### src/rtl/core/hbc_pkg.sv
// Shared types and constants for the Hill cipher block stream.
// Used by every module under rtl/core; no dependencies of its own.
package hbc_pkg;

  // Largest block length and matrix order supported
  localparam int unsigned MAX_ORDER = 3;
  localparam int unsigned ENTRY_W   = 5;
  localparam int unsigned KEY_W     = 45;
  localparam int unsigned CFG_DW    = 64;
  localparam int unsigned CFG_AW    = 5;
  localparam int unsigned ORDER_W   = 2;
  localparam int unsigned BYTE_W    = 8;
  localparam int unsigned VAL_W     = 9;
  localparam int unsigned PROD_W    = 15;
  localparam int unsigned SUM_W     = 16;
  localparam int unsigned POS_W     = 15;
  localparam int unsigned RECIP_W   = 16;
  localparam int unsigned QUOT_W    = 11;
  localparam int unsigned LETTER_W  = 7;

  localparam logic [BYTE_W-1:0]   LETTER_A    = 8'd65;
  localparam logic [POS_W-1:0]    MODULUS     = 15'd26;
  // 26 * 233: lifts the most negative row sum (3 * 31 * -65) above zero
  localparam logic [SUM_W-1:0]    SUM_OFFSET  = 16'd6058;
  // ceil(2^20 / 26); exact floor quotient for every lifted sum
  localparam logic [RECIP_W-1:0]  RECIP       = 16'd40330;
  localparam int unsigned         RECIP_SHIFT = 20;

  // Register map, indexed by paddr[4:3]
  typedef enum logic [1:0] {
    REG_MATRIX_SIZE = 2'd0,
    REG_KEY_MATRIX  = 2'd1,
    REG_INV_MATRIX  = 2'd2,
    REG_DECRYPT     = 2'd3
  } reg_idx_e;

  // Settings seen by the datapath
  typedef struct packed {
    logic [ORDER_W-1:0] order;
    logic [KEY_W-1:0]   matrix;
  } cfg_t;

  // One closed block, handed from the front to the back
  typedef struct packed {
    logic                             msg_end;
    logic [MAX_ORDER-1:0][VAL_W-1:0]  vals;
  } job_t;

endpackage

### src/rtl/core/hill_block_cipher_stream.sv
// Top level of the Hill cipher (mod 26) block stream.
// Ties hbc_regs, hbc_front, hbc_queue and hbc_back together; uses hbc_pkg.
//
//  Channel   Dir   Handshake                 Payload
//  s_axis    in    tvalid/tready             tdata[7:0] byte, tlast message end
//  m_axis    out   tvalid/tready             tdata[6:0] letter, tlast block end,
//                                            tuser message end
//  apb       in    psel/penable, pready = 1  64-bit registers at 8*index
//
// One request in and one letter out per cycle while the queue is not full and
// the output is not stalled; a closing byte passes the queue, then products,
// row sum, mod 26 quotient and output register before its first letter.
// Reset is asynchronous and empties the block and queue; no clearing pass.
// Output stalls freeze the back pipeline; the queue lets the front keep
// taking bytes until it holds QUEUE_DEPTH closed blocks.
module hill_block_cipher_stream #(
  parameter int unsigned QUEUE_DEPTH = 2
) (
  input  logic        clk_i,
  input  logic        rst_ni,
  // Input stream
  input  logic        s_axis_tvalid,
  output logic        s_axis_tready,
  input  logic [7:0]  s_axis_tdata,   // [7:0] letter_byte
  input  logic        s_axis_tlast,   // message_end
  // Output stream
  output logic        m_axis_tvalid,
  input  logic        m_axis_tready,
  output logic [7:0]  m_axis_tdata,   // [6:0] out_letter, [7] zero
  output logic        m_axis_tlast,   // run_last
  output logic        m_axis_tuser,   // [0] out_message_end
  // Configuration
  input  logic        psel,
  input  logic        penable,
  input  logic        pwrite,
  input  logic [4:0]  paddr,
  input  logic [63:0] pwdata,
  output logic [63:0] prdata,
  output logic        pready
);
  import hbc_pkg::*;

  cfg_t                cfg;
  job_t                push_job;
  job_t                head_job;
  logic                push;
  logic                pop;
  logic                q_full;
  logic                q_valid;
  logic [LETTER_W-1:0] letter;

  hbc_regs u_regs (
    .clk_i   (clk_i),
    .rst_ni  (rst_ni),
    .psel    (psel),
    .penable (penable),
    .pwrite  (pwrite),
    .paddr   (paddr),
    .pwdata  (pwdata),
    .prdata  (prdata),
    .pready  (pready),
    .cfg_o   (cfg)
  );

  hbc_front u_front (
    .clk_i        (clk_i),
    .rst_ni       (rst_ni),
    .order_i      (cfg.order),
    .in_valid_i   (s_axis_tvalid),
    .in_byte_i    (s_axis_tdata),
    .in_end_i     (s_axis_tlast),
    .queue_full_i (q_full),
    .in_ready_o   (s_axis_tready),
    .push_o       (push),
    .job_o        (push_job)
  );

  hbc_queue #(
    .DEPTH (QUEUE_DEPTH)
  ) u_queue (
    .clk_i      (clk_i),
    .rst_ni     (rst_ni),
    .push_i     (push),
    .push_job_i (push_job),
    .pop_i      (pop),
    .full_o     (q_full),
    .valid_o    (q_valid),
    .head_o     (head_job)
  );

  hbc_back u_back (
    .clk_i        (clk_i),
    .rst_ni       (rst_ni),
    .cfg_i        (cfg),
    .job_valid_i  (q_valid),
    .job_i        (head_job),
    .pop_o        (pop),
    .out_valid_o  (m_axis_tvalid),
    .out_ready_i  (m_axis_tready),
    .out_letter_o (letter),
    .out_last_o   (m_axis_tlast),
    .out_end_o    (m_axis_tuser)
  );

  assign m_axis_tdata = {1'b0, letter};

endmodule

### src/rtl/core/hbc_regs.sv
// Configuration registers and APB-style access port.
// Depends on hbc_pkg for the register map and cfg_t.
module hbc_regs (
  input  logic                      clk_i,
  input  logic                      rst_ni,
  input  logic                      psel,
  input  logic                      penable,
  input  logic                      pwrite,
  input  logic [hbc_pkg::CFG_AW-1:0] paddr,
  input  logic [hbc_pkg::CFG_DW-1:0] pwdata,
  output logic [hbc_pkg::CFG_DW-1:0] prdata,
  output logic                      pready,
  output hbc_pkg::cfg_t             cfg_o
);
  import hbc_pkg::*;

  logic [ORDER_W-1:0] size_q;
  logic [KEY_W-1:0]   key_q;
  logic [KEY_W-1:0]   inv_q;
  logic               mode_q;
  logic               wr_en;
  reg_idx_e           idx;

  assign pready = 1'b1;
  assign idx    = reg_idx_e'(paddr[4:3]);
  assign wr_en  = psel & penable & pwrite;

  // Register writes
  always_ff @(posedge clk_i or negedge rst_ni) begin
    if (!rst_ni) begin
      size_q <= 2'd2;
      key_q  <= '0;
      inv_q  <= '0;
      mode_q <= 1'b0;
    end else if (wr_en) begin
      case (idx)
        REG_MATRIX_SIZE: size_q <= pwdata[ORDER_W-1:0];
        REG_KEY_MATRIX:  key_q  <= pwdata[KEY_W-1:0];
        REG_INV_MATRIX:  inv_q  <= pwdata[KEY_W-1:0];
        REG_DECRYPT:     mode_q <= pwdata[0];
        default: ;
      endcase
    end
  end

  // Read-back
  always_comb begin
    prdata = '0;
    case (idx)
      REG_MATRIX_SIZE: prdata = {{(CFG_DW-ORDER_W){1'b0}}, size_q};
      REG_KEY_MATRIX:  prdata = {{(CFG_DW-KEY_W){1'b0}}, key_q};
      REG_INV_MATRIX:  prdata = {{(CFG_DW-KEY_W){1'b0}}, inv_q};
      REG_DECRYPT:     prdata = {{(CFG_DW-1){1'b0}}, mode_q};
      default:         prdata = '0;
    endcase
  end

  // Order in use: zero acts as one, too large acts as the maximum
  always_comb begin
    if (size_q == '0) begin
      cfg_o.order = ORDER_W'(1);
    end else if (32'(size_q) > MAX_ORDER) begin
      cfg_o.order = ORDER_W'(MAX_ORDER);
    end else begin
      cfg_o.order = size_q;
    end
    cfg_o.matrix = mode_q ? inv_q : key_q;
  end

endmodule

### src/rtl/core/hbc_front.sv
// Front end: gathers message bytes into a block and closes it when full
// or at message end. Depends on hbc_pkg for job_t.
module hbc_front (
  input  logic                        clk_i,
  input  logic                        rst_ni,
  input  logic [hbc_pkg::ORDER_W-1:0] order_i,
  input  logic                        in_valid_i,
  input  logic [hbc_pkg::BYTE_W-1:0]  in_byte_i,
  input  logic                        in_end_i,
  input  logic                        queue_full_i,
  output logic                        in_ready_o,
  output logic                        push_o,
  output hbc_pkg::job_t               job_o
);
  import hbc_pkg::*;

  logic [BYTE_W-1:0]  store_q [MAX_ORDER];
  logic [ORDER_W-1:0] fill_q;
  logic [ORDER_W-1:0] fill_d;
  logic [ORDER_W-1:0] idx;
  logic               accept;
  logic               close;

  assign in_ready_o = ~queue_full_i;
  assign accept     = in_valid_i & in_ready_o;

  // Slot for this byte; held bytes are dropped if the order shrank
  assign idx   = (fill_q >= order_i) ? '0 : fill_q;
  assign close = ((idx + ORDER_W'(1)) >= order_i) | in_end_i;
  assign push_o = accept & close;

  always_comb begin
    fill_d = fill_q;
    if (accept) begin
      fill_d = close ? '0 : idx + ORDER_W'(1);
    end
  end

  always_ff @(posedge clk_i or negedge rst_ni) begin
    if (!rst_ni) begin
      fill_q <= '0;
    end else begin
      fill_q <= fill_d;
    end
  end

  // Byte store, written at the current slot
  always_ff @(posedge clk_i) begin
    for (int c = 0; c < MAX_ORDER; c++) begin
      if (accept && idx == ORDER_W'(c)) begin
        store_q[c] <= in_byte_i;
      end
    end
  end

  // Block values: byte - 'A', padded with zero past the last byte
  always_comb begin
    job_o.msg_end = in_end_i;
    for (int c = 0; c < MAX_ORDER; c++) begin
      if (ORDER_W'(c) < idx) begin
        job_o.vals[c] = {1'b0, store_q[c]} - {1'b0, LETTER_A};
      end else if (ORDER_W'(c) == idx) begin
        job_o.vals[c] = {1'b0, in_byte_i} - {1'b0, LETTER_A};
      end else begin
        job_o.vals[c] = '0;
      end
    end
  end

endmodule

### src/rtl/core/hbc_queue.sv
// Short job queue between front and back ends, held in flip-flops.
// Depends on hbc_pkg for job_t.
module hbc_queue #(
  parameter int unsigned DEPTH = 2
) (
  input  logic          clk_i,
  input  logic          rst_ni,
  input  logic          push_i,
  input  hbc_pkg::job_t push_job_i,
  input  logic          pop_i,
  output logic          full_o,
  output logic          valid_o,
  output hbc_pkg::job_t head_o
);
  import hbc_pkg::*;

  localparam int unsigned PTR_W = $clog2(DEPTH);
  localparam int unsigned CNT_W = $clog2(DEPTH + 1);

  job_t             slot_q [DEPTH];
  logic [PTR_W-1:0] wptr_q;
  logic [PTR_W-1:0] rptr_q;
  logic [CNT_W-1:0] count_q;
  logic             do_push;
  logic             do_pop;

  assign full_o  = (count_q == CNT_W'(DEPTH));
  assign valid_o = (count_q != '0);
  assign head_o  = slot_q[rptr_q];
  assign do_push = push_i & ~full_o;
  assign do_pop  = pop_i & valid_o;

  // Pointers and occupancy
  always_ff @(posedge clk_i or negedge rst_ni) begin
    if (!rst_ni) begin
      wptr_q  <= '0;
      rptr_q  <= '0;
      count_q <= '0;
    end else begin
      if (do_push) begin
        wptr_q <= (wptr_q == PTR_W'(DEPTH - 1)) ? '0 : wptr_q + PTR_W'(1);
      end
      if (do_pop) begin
        rptr_q <= (rptr_q == PTR_W'(DEPTH - 1)) ? '0 : rptr_q + PTR_W'(1);
      end
      case ({do_push, do_pop})
        2'b10:   count_q <= count_q + CNT_W'(1);
        2'b01:   count_q <= count_q - CNT_W'(1);
        default: count_q <= count_q;
      endcase
    end
  end

  always_ff @(posedge clk_i) begin
    if (do_push) begin
      slot_q[wptr_q] <= push_job_i;
    end
  end

endmodule

### src/rtl/core/hbc_back.sv
// Back end: one result letter per cycle, row sum then mod 26 over a
// stalling pipeline with an output register. Depends on hbc_pkg.
module hbc_back (
  input  logic                          clk_i,
  input  logic                          rst_ni,
  input  hbc_pkg::cfg_t                 cfg_i,
  input  logic                          job_valid_i,
  input  hbc_pkg::job_t                 job_i,
  output logic                          pop_o,
  output logic                          out_valid_o,
  input  logic                          out_ready_i,
  output logic [hbc_pkg::LETTER_W-1:0]  out_letter_o,
  output logic                          out_last_o,
  output logic                          out_end_o
);
  import hbc_pkg::*;

  logic                     adv;
  logic                     issue;
  logic                     last_row;
  logic [ORDER_W-1:0]       row_q;
  logic [ENTRY_W-1:0]       ent [MAX_ORDER];

  logic                     s1_v_q, s1_last_q, s1_end_q;
  logic signed [PROD_W-1:0] s1_prod_q [MAX_ORDER];
  logic                     s2_v_q, s2_last_q, s2_end_q;
  logic [POS_W-1:0]         s2_x_q;
  logic                     s3_v_q, s3_last_q, s3_end_q;
  logic [POS_W-1:0]         s3_x_q;
  logic [QUOT_W-1:0]        s3_quot_q;
  logic                     o_v_q, o_last_q, o_end_q;
  logic [LETTER_W-1:0]      o_letter_q;

  logic signed [SUM_W-1:0]  row_sum;
  logic [SUM_W-1:0]         lifted;
  logic [POS_W+RECIP_W-1:0] quot_full;
  logic [POS_W-1:0]         rem;

  // Whole pipeline moves when the output register is free or taken
  assign adv      = ~o_v_q | out_ready_i;
  assign issue    = adv & job_valid_i;
  assign last_row = (row_q == cfg_i.order - ORDER_W'(1));
  assign pop_o    = issue & last_row;

  // Key entries of the current row
  always_comb begin
    for (int c = 0; c < MAX_ORDER; c++) begin
      ent[c] = cfg_i.matrix[ENTRY_W*(MAX_ORDER*32'(row_q) + c) +: ENTRY_W];
    end
  end

  // Row sequencer
  always_ff @(posedge clk_i or negedge rst_ni) begin
    if (!rst_ni) begin
      row_q <= '0;
    end else if (issue) begin
      row_q <= last_row ? '0 : row_q + ORDER_W'(1);
    end
  end

  // Sum of products, lifted above zero
  always_comb begin
    row_sum = '0;
    for (int c = 0; c < MAX_ORDER; c++) begin
      row_sum = row_sum + SUM_W'(s1_prod_q[c]);
    end
    lifted    = row_sum + SUM_OFFSET;
    quot_full = s2_x_q * RECIP;
    rem       = s3_x_q - POS_W'(s3_quot_q * MODULUS);
  end

  // Valid bits
  always_ff @(posedge clk_i or negedge rst_ni) begin
    if (!rst_ni) begin
      s1_v_q <= 1'b0;
      s2_v_q <= 1'b0;
      s3_v_q <= 1'b0;
      o_v_q  <= 1'b0;
    end else if (adv) begin
      s1_v_q <= issue;
      s2_v_q <= s1_v_q;
      s3_v_q <= s2_v_q;
      o_v_q  <= s3_v_q;
    end
  end

  // Datapath stages: products, lifted sum, quotient, letter
  always_ff @(posedge clk_i) begin
    if (adv) begin
      for (int c = 0; c < MAX_ORDER; c++) begin
        s1_prod_q[c] <= PROD_W'($signed({1'b0, ent[c]}) * $signed(job_i.vals[c]));
      end
      s1_last_q  <= last_row;
      s1_end_q   <= last_row & job_i.msg_end;
      s2_x_q     <= lifted[POS_W-1:0];
      s2_last_q  <= s1_last_q;
      s2_end_q   <= s1_end_q;
      s3_x_q     <= s2_x_q;
      s3_quot_q  <= quot_full[RECIP_SHIFT +: QUOT_W];
      s3_last_q  <= s2_last_q;
      s3_end_q   <= s2_end_q;
      o_letter_q <= LETTER_W'(rem) + LETTER_A[LETTER_W-1:0];
      o_last_q   <= s3_last_q;
      o_end_q    <= s3_end_q;
    end
  end

  assign out_valid_o  = o_v_q;
  assign out_letter_o = o_letter_q;
  assign out_last_o   = o_last_q;
  assign out_end_o    = o_end_q;

endmodule
### config.mk
export PLATFORM = sky130hd
export DESIGN_NAME = hill_block_cipher_stream
export DESIGN_NICKNAME = d
export VERILOG_FILES = /design/src/rtl/core/hbc_pkg.sv /design/src/rtl/core/hill_block_cipher_stream.sv /design/src/rtl/core/hbc_regs.sv /design/src/rtl/core/hbc_front.sv /design/src/rtl/core/hbc_queue.sv /design/src/rtl/core/hbc_back.sv
export SDC_FILE = /design/constraint.sdc
export NUM_CORES = 1
export LEC_CHECK = 0
export BUFFER_PORTS_ARGS = -buffer_cell sky130_fd_sc_hd__buf_4
export CORE_AREA = 2 2 166 289
export DETAILED_ROUTE_END_ITERATION = 6
export DIE_AREA = 0 0 168 291
export MAX_ROUTING_LAYER = met4
export PLACE_DENSITY = 0.66
export SLEW_MARGIN = 30
export SYNTH_ARGS = -nofsm -noshare
export SYNTH_HDL_FRONTEND = slang
export SYNTH_HIERARCHICAL = 1
export SYNTH_SLANG_ARGS = --single-unit
### constraint.sdc
create_clock -name clk_i -period 7.89 [get_ports clk_i]
set_input_delay 1.578 -clock clk_i [delete_from_list [all_inputs] [get_ports clk_i]]
set_output_delay 1.578 -clock clk_i [all_outputs]
set_load 0.02 [all_outputs]
==> summary.txt, run 1 <==
Clock network
  • Clock buffers created by TritonCTS: 27
  • Clock Latency Late Sink: roughly 0.56 ns
  • Clock transition at path regs: around 0.07 ns
  • Clock Sinks: around 270
  • H-tree depth: 1
  • Hold buffers post-CTS: 0
  • Clk buf depth: 3
  • # resized after CTS: 0
  • CTS tree: done
  • Post-CTS setup buffer count: 0
  • Root buffer cell: clkbuf_16

Floorplanning
  • Floorplan row count: about 110
  • Die area: 48900 um2
  • IO Count: 162
  • Initial Util: 46.3%
  • CORE AREA: 46600 um2
  • Die Y: 291 um
  • Die Width: 168 um

Setup path
  • WS Path Type: reg2reg
  • WP data arrival: 6.05 ns
  • CP startpoint kind: flop
  • Required @ worst endpoint: around 8 ns
  • Crit end category: flop
  • Crit path max fanout: 9

STA
  • Fin crit period: 5.76 ns
  • TNS Setup: 0 ns
  • Worst slew pin tran: 0.929 ns
  • Crit path setup slack, layout: about 2.1 ns
  • Layout Skew: roughly 0.017 ns
  • Final hold vios: 0
  • RSZ-0062 raised after global routing: false
  • Fin. max-slew vios: 0
  • FMAX: 174 MHz
  • Tcrit/Tclk final: 73.0%
  • Setup violators final: 0
  • Relative slew slack: 37.4%

Detailed routing
  • TritonRoute pass-1 iters: 4
  • Post-route ant nets: 0
  • Residual DRC: 0
  • Vias/cell: 5.22
  • Via count: 13100
  • Drt initial violations: 507
  • WL/cell: 18.1 um
  • WL final: 45.7 mm

Placement
  • GPL Wtd Cong: 0.870
  • Port bufs: about 120
  • Placed insts: 2467
  • Dpl ws: 2.08 ns
  • DP HPWL: roughly 36 mm
  • Placed Instance Area: 23000 um2

Outcome
  • Outcome: completed

Yosys
  • Number of enable flip-flop cells after synthesis: 168
  • Sequential area share after synthesis: 35.5%
  • Post-Syn Area: between 20000 and 25000 um2
  • Flip-flop and latch count after synthesis: 273
  • Synth unique cells: between 70 and 80
  • Synthesized netlist cell count: 1788
  • Mean Syn Cell Area: 12.1 um2
  • Primary FF master, synth: edfxtp_1
  • Synth warnings: 6
  • Main area contributors after synthesis: edfxtp_1 (23%), fa_1 (15%), ha_1 (13%), dfrtp_1 (12%), mux2_2 (6.8%)
  • Cell taking the most area after synthesis: edfxtp_1
  • Area share of the largest cell type after synthesis: 23.4%
  • Asr flop ratio synth: around two fifths

Layout
  • Final nets: between 2000 and 2500
  • Post-layout instance area: 24000 um2
  • Ratio of cells with drive above 1 in the final layout: 20.2%
  • Synth-to-Final Area Change: 11.0%
  • Non-filler cells, final: roughly 2500

GRT
  • GRT Overall Usage: 19.7%
  • Vias in the first global route: 14600
  • First-pass GRT wire length: 74.4 mm
  • Total grt overflow: 0
  • Largest net degree at the start of global routing: 87
  • Initial antenna violation count: 2

Job
  • Max_cap viols: 0

Hold path
  • Hold crit path type: reg2reg
==> final timing paths <==
kind                       cells after the start                            end  slack [ns]                       start
max reg2reg                                   18  u_back/s3_quot_q[5]$_DFFE_PN_        2.13  u_back/s2_x_q[6]$_DFFE_PN_
max                                           18  u_back/s3_quot_q[5]$_DFFE_PN_        2.13  u_back/s2_x_q[6]$_DFFE_PN_
min                                            0     u_back/out_end_o$_DFFE_PN_        0.42   u_back/s3_end_q$_DFFE_PN_
min in group asynchronous                      1    u_regs/key_q[8]$_DFFE_PN0P_        0.98                      rst_ni
min reg2reg                                    0     u_back/out_end_o$_DFFE_PN_        0.42   u_back/s3_end_q$_DFFE_PN_
max in group asynchronous                      2      u_regs/mode_q$_DFFE_PN0P_        5.85                      rst_ni
==> synthesized netlist by cell type, types with 2 or more instances <==
| cell | instances |
|---|---|
| a21o_1 | 11 |
| xor2_1 | 19 |
| o21bai_1 | 6 |
| clkbuf_1 | 12 |
| dfrtp_1 | 104 |
| nor4b_2 | 2 |
| conb_1 | 3 |
| nand2b_1 | 14 |
| a211o_1 | 4 |
| mux2i_1 | 23 |
| xnor2_1 | 83 |
| nor3_1 | 12 |
| nand4_1 | 4 |
| buf_4 | 28 |
| nor3b_1 | 2 |
| a211oi_1 | 4 |
| or3_1 | 10 |
| o21ai_2 | 2 |
| nor2_1 | 45 |
| buf_1 | 3 |
| o21ai_0 | 27 |
| nand3b_1 | 6 |
| edfxtp_1 | 168 |
| o21ai_1 | 12 |
| mux2_2 | 130 |
| mux2_4 | 40 |
| a22o_1 | 43 |
| o22ai_1 | 11 |
| o41ai_2 | 4 |
| o21a_1 | 8 |
| buf_12 | 4 |
| o211ai_1 | 6 |
| fa_1 | 164 |
| a21oi_2 | 8 |
| o31ai_1 | 2 |
| buf_2 | 9 |
| nand2_1 | 69 |
| and2_1 | 112 |
| and3_1 | 5 |
| ha_1 | 232 |
| nor2b_1 | 10 |
| inv_1 | 253 |
| a21oi_1 | 35 |
| nand3_1 | 10 |
| buf_6 | 3 |
==> sequential cells by signal, indices dropped and copies added (netlist names), 6 cells and up <==
| signal | flops |
|---|---|
| u_back/out_letter_o | 7 |
| u_back/s1_prod_q | 45 |
| u_back/s2_x_q | 15 |
| u_back/s3_quot_q | 6 |
| u_front/store_q | 24 |
| u_regs/key_q | 45 |
| u_back/s3_x_q | 7 |
| u_queue/slot_q | 56 |
| u_regs/inv_q | 45 |
==> placed cells by master (no fill, tap or decap), drive strengths merged, types with 45 or more instances in the layout <==
master and n:
and2 113, buf 132, dfrtp 104, edfxtp 168, fa 164, ha 232
inv 253, mux2 170, nand2 69, nor2 45, xnor2 83
==> per-layer routing <==
layer | track usage (%) | vias up | share of wire (%)
li1 | - | 6266 | -
met1 | 19.2 | 6579 | 35
met2 | 38.4 | 209 | 57
met3 | 2.24 | 94 | 2.9
met4 | 9.06 | 0 | 4.8
met5 | - | - | 0
==> layout make-up <==
type,count,area [um2]
clock inverters,19,206
clock buffers,30,708
inverters,254,953
repair buffers,132,1040
multi-input cells,1220,12600
well taps,588,736
fillers,4108,22700
diodes,2,5.00
flip-flops and latches,273,7680
==> per-stage QoR <==
stage               hold slack [ns]  utilization, %
global placement              0.408            49.3
finish                        0.424            51.4
detailed placement            0.411            49.4
global route                  0.443            51.4
CTS                           0.427            51.3
floorplan                     0.400               -
==> worst max-delay path, stage by stage (launching register included) <==
cell and delay (ns):
edfxtp_1 0.67, ha_1 0.40, inv_1 0.05, fa_1 0.53, inv_1 0.05, ha_1 0.31, fa_1 0.52, fa_1 0.55
inv_1 0.06, fa_1 0.53, inv_1 0.04, ha_1 0.30, nand4_1 0.13, nor3_1 0.07, a211oi_2 0.37, a31oi_2 0.20
a41o_1 0.34, nor4b_2 0.27, a211oi_1 0.09
==> cells by family after synthesis <==
family	count (synthesis)	synth area share (%)
other	3	0.0522
AND/OR/NAND/NOR	311	7.82
adder cells (fa/ha/maj)	396	28.7
flip-flops	273	35.5
AO/OA/AOI/OAI	196	6.68
XOR/XNOR	102	4.14
buffers and inverters	313	6.39
multiplexers	194	10.7
Power of run 1 is not shown: default switching activity piles up to over one toggle a cycle in this logic, so the estimate is an artifact.
==> inputs of run 2 (changes only) <==
clock period = 5.8 ns   (was 7.89 ns; I/O delays follow)
==> run 2 against run 1 <==
Flip-flop and latch count is the same. Non-clock buffer count increased by 24. Die area did not move. Setup slack lost 1.9 ns. Register-to-register slack worse by 1.9 ns. Design area rose by 0.34%. Wire length is 0.16% higher. Highest routed layer unchanged.
==> summary.txt, run 2 (synthesized netlist as in run 1, its figures left out) <==
Outcome
  • Outcome: completed

Layout
  • Final nets: between 2000 and 2500
  • Post-layout instance area: 24000 um2
  • Commonest non-fill, non-tap cell in the layout: inv_1
  • Antenna diodes: 0
  • Most frequent cells in the layout: inv_1 (253), ha_1 (232), edfxtp_1 (168)
  • Non-filler cells, final: 2539
  • Top reg by flops: u_queue/slot_q
  • Max FFs per register: 56
  • Core Util, Final: 51.5%
  • Ratio of cells with drive above 1 in the final layout: between 20% and 30%
  • Synth-to-Final Area Change: 11.4%

Setup path
  • Slowest CP cell: edfxtp_1
  • Crit path max fanout: 7
  • WP data arrival: 5.84 ns
  • Worst-path cell chain: ha_1 > inv_1 > fa_1 > inv_1 > ha_1 > fa_1 > fa_1 > inv_1 > fa_1 > inv_1 > ha_1 > nand4_1 > nor3_1 > a211oi_2 > a31oi_2 > a41o_1 > nor4b_2 > a211oi_1
  • CP startpoint kind: flop
  • Required @ worst endpoint: between 6 and 7 ns
  • Crit end category: flop
  • Crit path buf inv count: 4
  • WS Path Type: reg2reg
  • Crit-path max cell delay: 0.56 ns
  • CP top delay family: adder cells

Placement
  • DP HPWL: 36.6 mm
  • Placed insts: 2483
  • Port bufs: 118
  • Placed Instance Area: 23100 um2
  • GPL Wtd Cong: 0.886

Clock network
  • H-tree depth: 1
  • Root buffer cell: clkbuf_16
  • Hold buffers post-CTS: 0
  • Clock buffers created by TritonCTS: 26
  • Clock transition at path regs: 0.07 ns
  • Post-CTS setup buffer count: 0
  • # resized after CTS: 0
  • Clock Sinks: between 200 and 300
  • Clk buf depth: 3
  • CTS tree: done
  • Clock Latency Late Sink: 0.56 ns

GRT
  • Total grt overflow: 0
  • First-pass GRT wire length: 74.2 mm
  • Initial antenna violation count: 0
  • Largest net degree at the start of global routing: 81
  • Vias in the first global route: 14500
  • GRT Overall Usage: 19.8%

Job
  • Max_cap viols: 0

STA
  • Relative slew slack: 33.9%
  • Setup violators final: 0
  • TNS Setup: 0 ns
  • Tcrit/Tclk final: between 90% and 100%
  • FMAX: 180 MHz
  • Fin. max-slew vios: 0
  • Fin crit period: around 5.5 ns
  • RSZ-0062 raised after global routing: false
  • Worst slew pin tran: 0.985 ns
  • Final hold vios: 0
  • Layout Skew: 0.0260 ns

Floorplanning
  • IO Count: approximately 160
  • Die Y: about 290 um
  • Die Width: 168 um
  • CORE AREA: 46600 um2
  • Die area: 48900 um2
  • Floorplan row count: approximately 110
  • Initial Util: roughly 46%

Detailed routing
  • TritonRoute pass-1 iters: 4
  • Post-route ant nets: 0
  • Vias/cell: approximately 5.2
  • WL final: 45.8 mm
  • Via count: 13100
  • WL/cell: between 15 and 20 um
  • Residual DRC: 0
  • Drt initial violations: 489

Hold path
  • Hold crit path type: reg2reg
[run 2: path summary, 6_finish.rpt]
path	slack, ns	endpoint	cells after the start	from
max	0.26	u_back/s3_quot_q[5]$_DFFE_PN_	18	u_back/s2_x_q[5]$_DFFE_PN_
min	0.42	u_back/out_end_o$_DFFE_PN_	0	u_back/s3_end_q$_DFFE_PN_
max reg2reg	0.26	u_back/s3_quot_q[5]$_DFFE_PN_	18	u_back/s2_x_q[5]$_DFFE_PN_
min reg2reg	0.42	u_back/out_end_o$_DFFE_PN_	0	u_back/s3_end_q$_DFFE_PN_
max in group asynchronous	3.95	u_regs/mode_q$_DFFE_PN0P_	2	rst_ni
min in group asynchronous	0.65	u_regs/inv_q[28]$_DFFE_PN0P_	1	rst_ni
[run 2: area by class of cell]
| cell class | instances | area (um2) |
|---|---|---|
| Inverter | 254 | 953 |
| Tap cell | 588 | 736 |
| Clock inverter | 12 | 88.8 |
| Timing Repair Buffer | 156 | 1170 |
| Clock buffer | 36 | 783 |
| Sequential cell | 273 | 7670 |
| Multi-Input combinational cell | 1220 | 12600 |
| Fill cell | 4034 | 22600 |
[run 2: per-layer routing]
metal / vias up / part of all wire [%] / GRT usage (%)
met2: 225 / 56 / 37.6
li1: 6324 / - / -
met4: 0 / 7.0 / 12.1
met5: - / 0 / -
met3: 122 / 2.8 / 2.07
met1: 6474 / 34 / 18.9
[run 2: stage by stage]
stage          hold WS, ns  setup WS (ns)
6_report             0.421          0.256
3_3_place_gp         0.409          0.215
2_1_floorplan        0.400          0.619
3_5_place_dp         0.408          0.100
4_1_cts              0.425         0.0847
5_1_grt              0.442        0.00656
Power of run 2 is left out for the same reason.
==> inputs of run 3 (changes only) <==
ABC_AREA = 1   (was default)
CORE_AREA = 2 2 168 294   (was 2 2 166 289)
DIE_AREA = 0 0 170 296   (was 0 0 168 291)
clock period = 5.3 ns   (was 5.8 ns; I/O delays follow)
==> run 3 against run 2 <==
Critical path type unchanged. Maximum frequency rose by 9.4%. Critical path depth shrank 1. Final cell count up 30%. Core utilization shrank 0.23 points. Non-clock buffer count decreased by 12.
==> summary.txt, run 3 <==
Clock network
  • Clock transition at path regs: 0.06 ns
  • Clock Latency Late Sink: 0.57 ns
  • Clock Sinks: about 270
  • Root buffer cell: clkbuf_16
  • Clock buffers created by TritonCTS: 27
  • Hold buffers post-CTS: 0
  • H-tree depth: 1
  • Clk buf depth: 3
  • CTS tree: done

STA
  • Layout Skew: 0.0171 ns
  • FMAX: slightly below 200 MHz
  • Final hold vios: 0
  • Setup violators final: 0
  • Fin. max-slew vios: 0
  • TNS Setup: 0 ns
  • RSZ-0062 raised after global routing: false
  • Fin crit period: just over 5 ns
  • Tcrit/Tclk final: 95.6%
  • Worst slew pin tran: 0.754 ns
  • Relative slew slack: approximately 50%

Layout
  • Ratio of cells with drive above 1 in the final layout: 10.0%
  • Top reg by flops: u_queue/slot_q
  • Area taken by multi-input logic gates: 12600 um2
  • Antenna diodes: 0
  • Max FFs per register: 56
  • Final nets: 3161
  • Most frequent cells in the layout: nand2_1 (717), inv_1 (407), ha_1 (231)
  • Commonest non-fill, non-tap cell in the layout: nand2_1
  • Register Area: 7670 um2
  • Synth-to-Final Area Change: 10.6%
  • Fillcell total: ~4500

Setup path
  • CP startpoint kind: flop
  • Crit path max fanout: 32
  • Worst reg2reg path depth: 17
  • Required @ worst endpoint: 5.62 ns
  • WS Path Type: reg2reg
  • WP data arrival: 5.39 ns
  • Crit path capture: u_back/s1_prod_q[0][27]$_DFFE_PN_
  • Reg-to-Reg End: u_back/s1_prod_q[0][27]$_DFFE_PN_
  • R2R Setup Slk: 0.23 ns
  • Crit end category: flop
  • Worst setup path startpoint: u_regs/mode_q$_DFFE_PN0P_
  • RR Startpoint: u_regs/mode_q$_DFFE_PN0P_

GRT
  • First-pass GRT wire length: 86.5 mm
  • Initial antenna violation count: 0
  • Largest net degree at the start of global routing: 77
  • Total grt overflow: 0
  • Vias in the first global route: around 17000
  • GRT Overall Usage: between 20% and 30%

Outcome
  • Outcome: completed

Detailed routing
  • Vias/cell: 5.07
  • TritonRoute pass-1 iters: 6
  • WL/cell: ~16 um
  • Via count: approximately 17000
  • Post-route ant nets: 0
  • Residual DRC: 0
  • WL final: around 53 mm
  • Drt initial violations: 835

Yosys
  • Number of enable flip-flop cells after synthesis: 168
  • Mean Syn Cell Area: 8.74 um2
  • Synthesized netlist cell count: 2557
  • Area share of the largest cell type after synthesis: 22.6%
  • Most numerous cell in the Yosys netlist: nand2_1
  • Synth unique cells: 50
  • Synth cell count leaders: nand2_1 (717), inv_1 (409), ha_1 (232), nor2_1 (203), edfxtp_1 (168)
  • Post-Syn Area: between 20000 and 25000 um2
  • Main area contributors after synthesis: edfxtp_1 (23%), fa_1 (15%), ha_1 (13%), nand2_1 (12%), dfrtp_1 (12%)
  • Asr flop ratio synth: approximately 38%
  • Flip-flop and latch count after synthesis: 273
  • Sequential area share after synthesis: 34.3%
  • Primary FF master, synth: edfxtp_1
  • Cell taking the most area after synthesis: edfxtp_1
  • Synth warnings: 6

Floorplanning
  • Die Width: 170 um
  • Die area: roughly 50000 um2
  • CORE AREA: around 48000 um2
  • Floorplan row count: 107
  • IO Count: 162
  • Initial Util: between 40% and 50%
  • Die Y: about 300 um

Placement
  • DP HPWL: 42.9 mm
  • GPL Wtd Cong: 0.927
  • Port bufs: 118

Job
  • Max_cap viols: 0

Hold path
  • Hold crit path type: reg2reg
run 3: cell types whose count changed in the layout (fill, tap and decap cells not counted), moves of 97 or more:
cell / change
mux2_2: -130
nor2_1: +156
and2_1: -112
nand2_1: +648
inv_1: +154
o21ai_0: +97
run 3: routing by layer:
layer	vias up	wire (um)	GRT usage, %
li1	8232	-	-
met1	7968	18400	21.9
met2	390	30000	43.7
met3	128	1690	1.82
met4	0	3140	11.7
met5	-	0	-
run 3: timing repair:
| action | 4_1_cts | 5_1_grt |
|---|---|---|
| setup buffers | 0 | 1 |
| setup endpoints to repair | 0 | 8 |
| gates resized for setup | 0 | 6 |
run 3: area by class of cell:
cell class,instances,share of cell area [%]
multi-input cells,1792,51.1
flip-flops and latches,273,31.0
inverters,442,6.74
repair buffers,144,4.50
well taps,599,3.03
clock buffers,32,2.93
clock inverters,18,0.703
run 3: logic make-up (layout without fill, tap and decap cells):
logic type / count (synthesis) / in the layout / share of synthesized area (%)
flops: 273 / 273 / 34.3
fa+ha+maj: 396 / 396 / 27.7
mux: 1 / 1 / 0.0448
xor+xnor: 74 / 74 / 2.93
compound gates: 266 / 266 / 6.73
buf+inv: 510 / 636 / 9.60
other cells: 3 / 21 / 0.0504
simple gates: 1034 / 1034 / 18.6
run 3: worst min-delay path by stage:
stage | start | endpoint | slack (ns) | cells past startpoint
3_3_place_gp | u_back/s2_end_q$_DFFE_PN_ | u_back/s3_end_q$_DFFE_PN_ | 0.41 | 0
6_report | u_back/s3_end_q$_DFFE_PN_ | u_back/out_end_o$_DFFE_PN_ | 0.42 | 0
5_1_grt | u_back/s3_last_q$_DFFE_PN_ | u_back/out_last_o$_DFFE_PN_ | 0.43 | 0
3_5_place_dp | u_back/s3_end_q$_DFFE_PN_ | u_back/out_end_o$_DFFE_PN_ | 0.40 | 0
2_1_floorplan | u_back/s3_end_q$_DFFE_PN_ | u_back/out_end_o$_DFFE_PN_ | 0.40 | 0
4_1_cts | u_back/s3_end_q$_DFFE_PN_ | u_back/out_end_o$_DFFE_PN_ | 0.42 | 0
run 3: stage by stage:
step | util (%) | instances | hold WS, ns | area (um2) | worst slack [ns]
final | 51.3 | 3300 | 0.418 | 24700 | 0.233
after global routing | 51.3 | 3300 | 0.427 | 24700 | 0.0306
after global placement | 49.3 | 3247 | 0.406 | 23800 | 0.131
after detailed placement | 49.4 | 3249 | 0.405 | 23800 | 0.0790
after floorplan | - | 2575 | 0.400 | 22400 | 0.402
after CTS | 51.2 | 3299 | 0.420 | 24700 | 0.0687
run 3: critical path, stage by stage, from the launching register on:
cell	delay, ns
dfrtp_2	0.64
buf_4	0.39
o21ai_0	0.18
o21ai_1	0.36
o21ai_2	0.20
inv_2	0.16
nor2_1	0.08
fa_1	0.53
inv_1	0.05
fa_1	0.47
fa_1	0.55
inv_1	0.05
ha_1	0.35
a21oi_1	0.15
nand2_1	0.15
a21oi_1	0.26
o21bai_2	0.09
xor2_1	0.14
Power of run 3 is left out for the same reason.
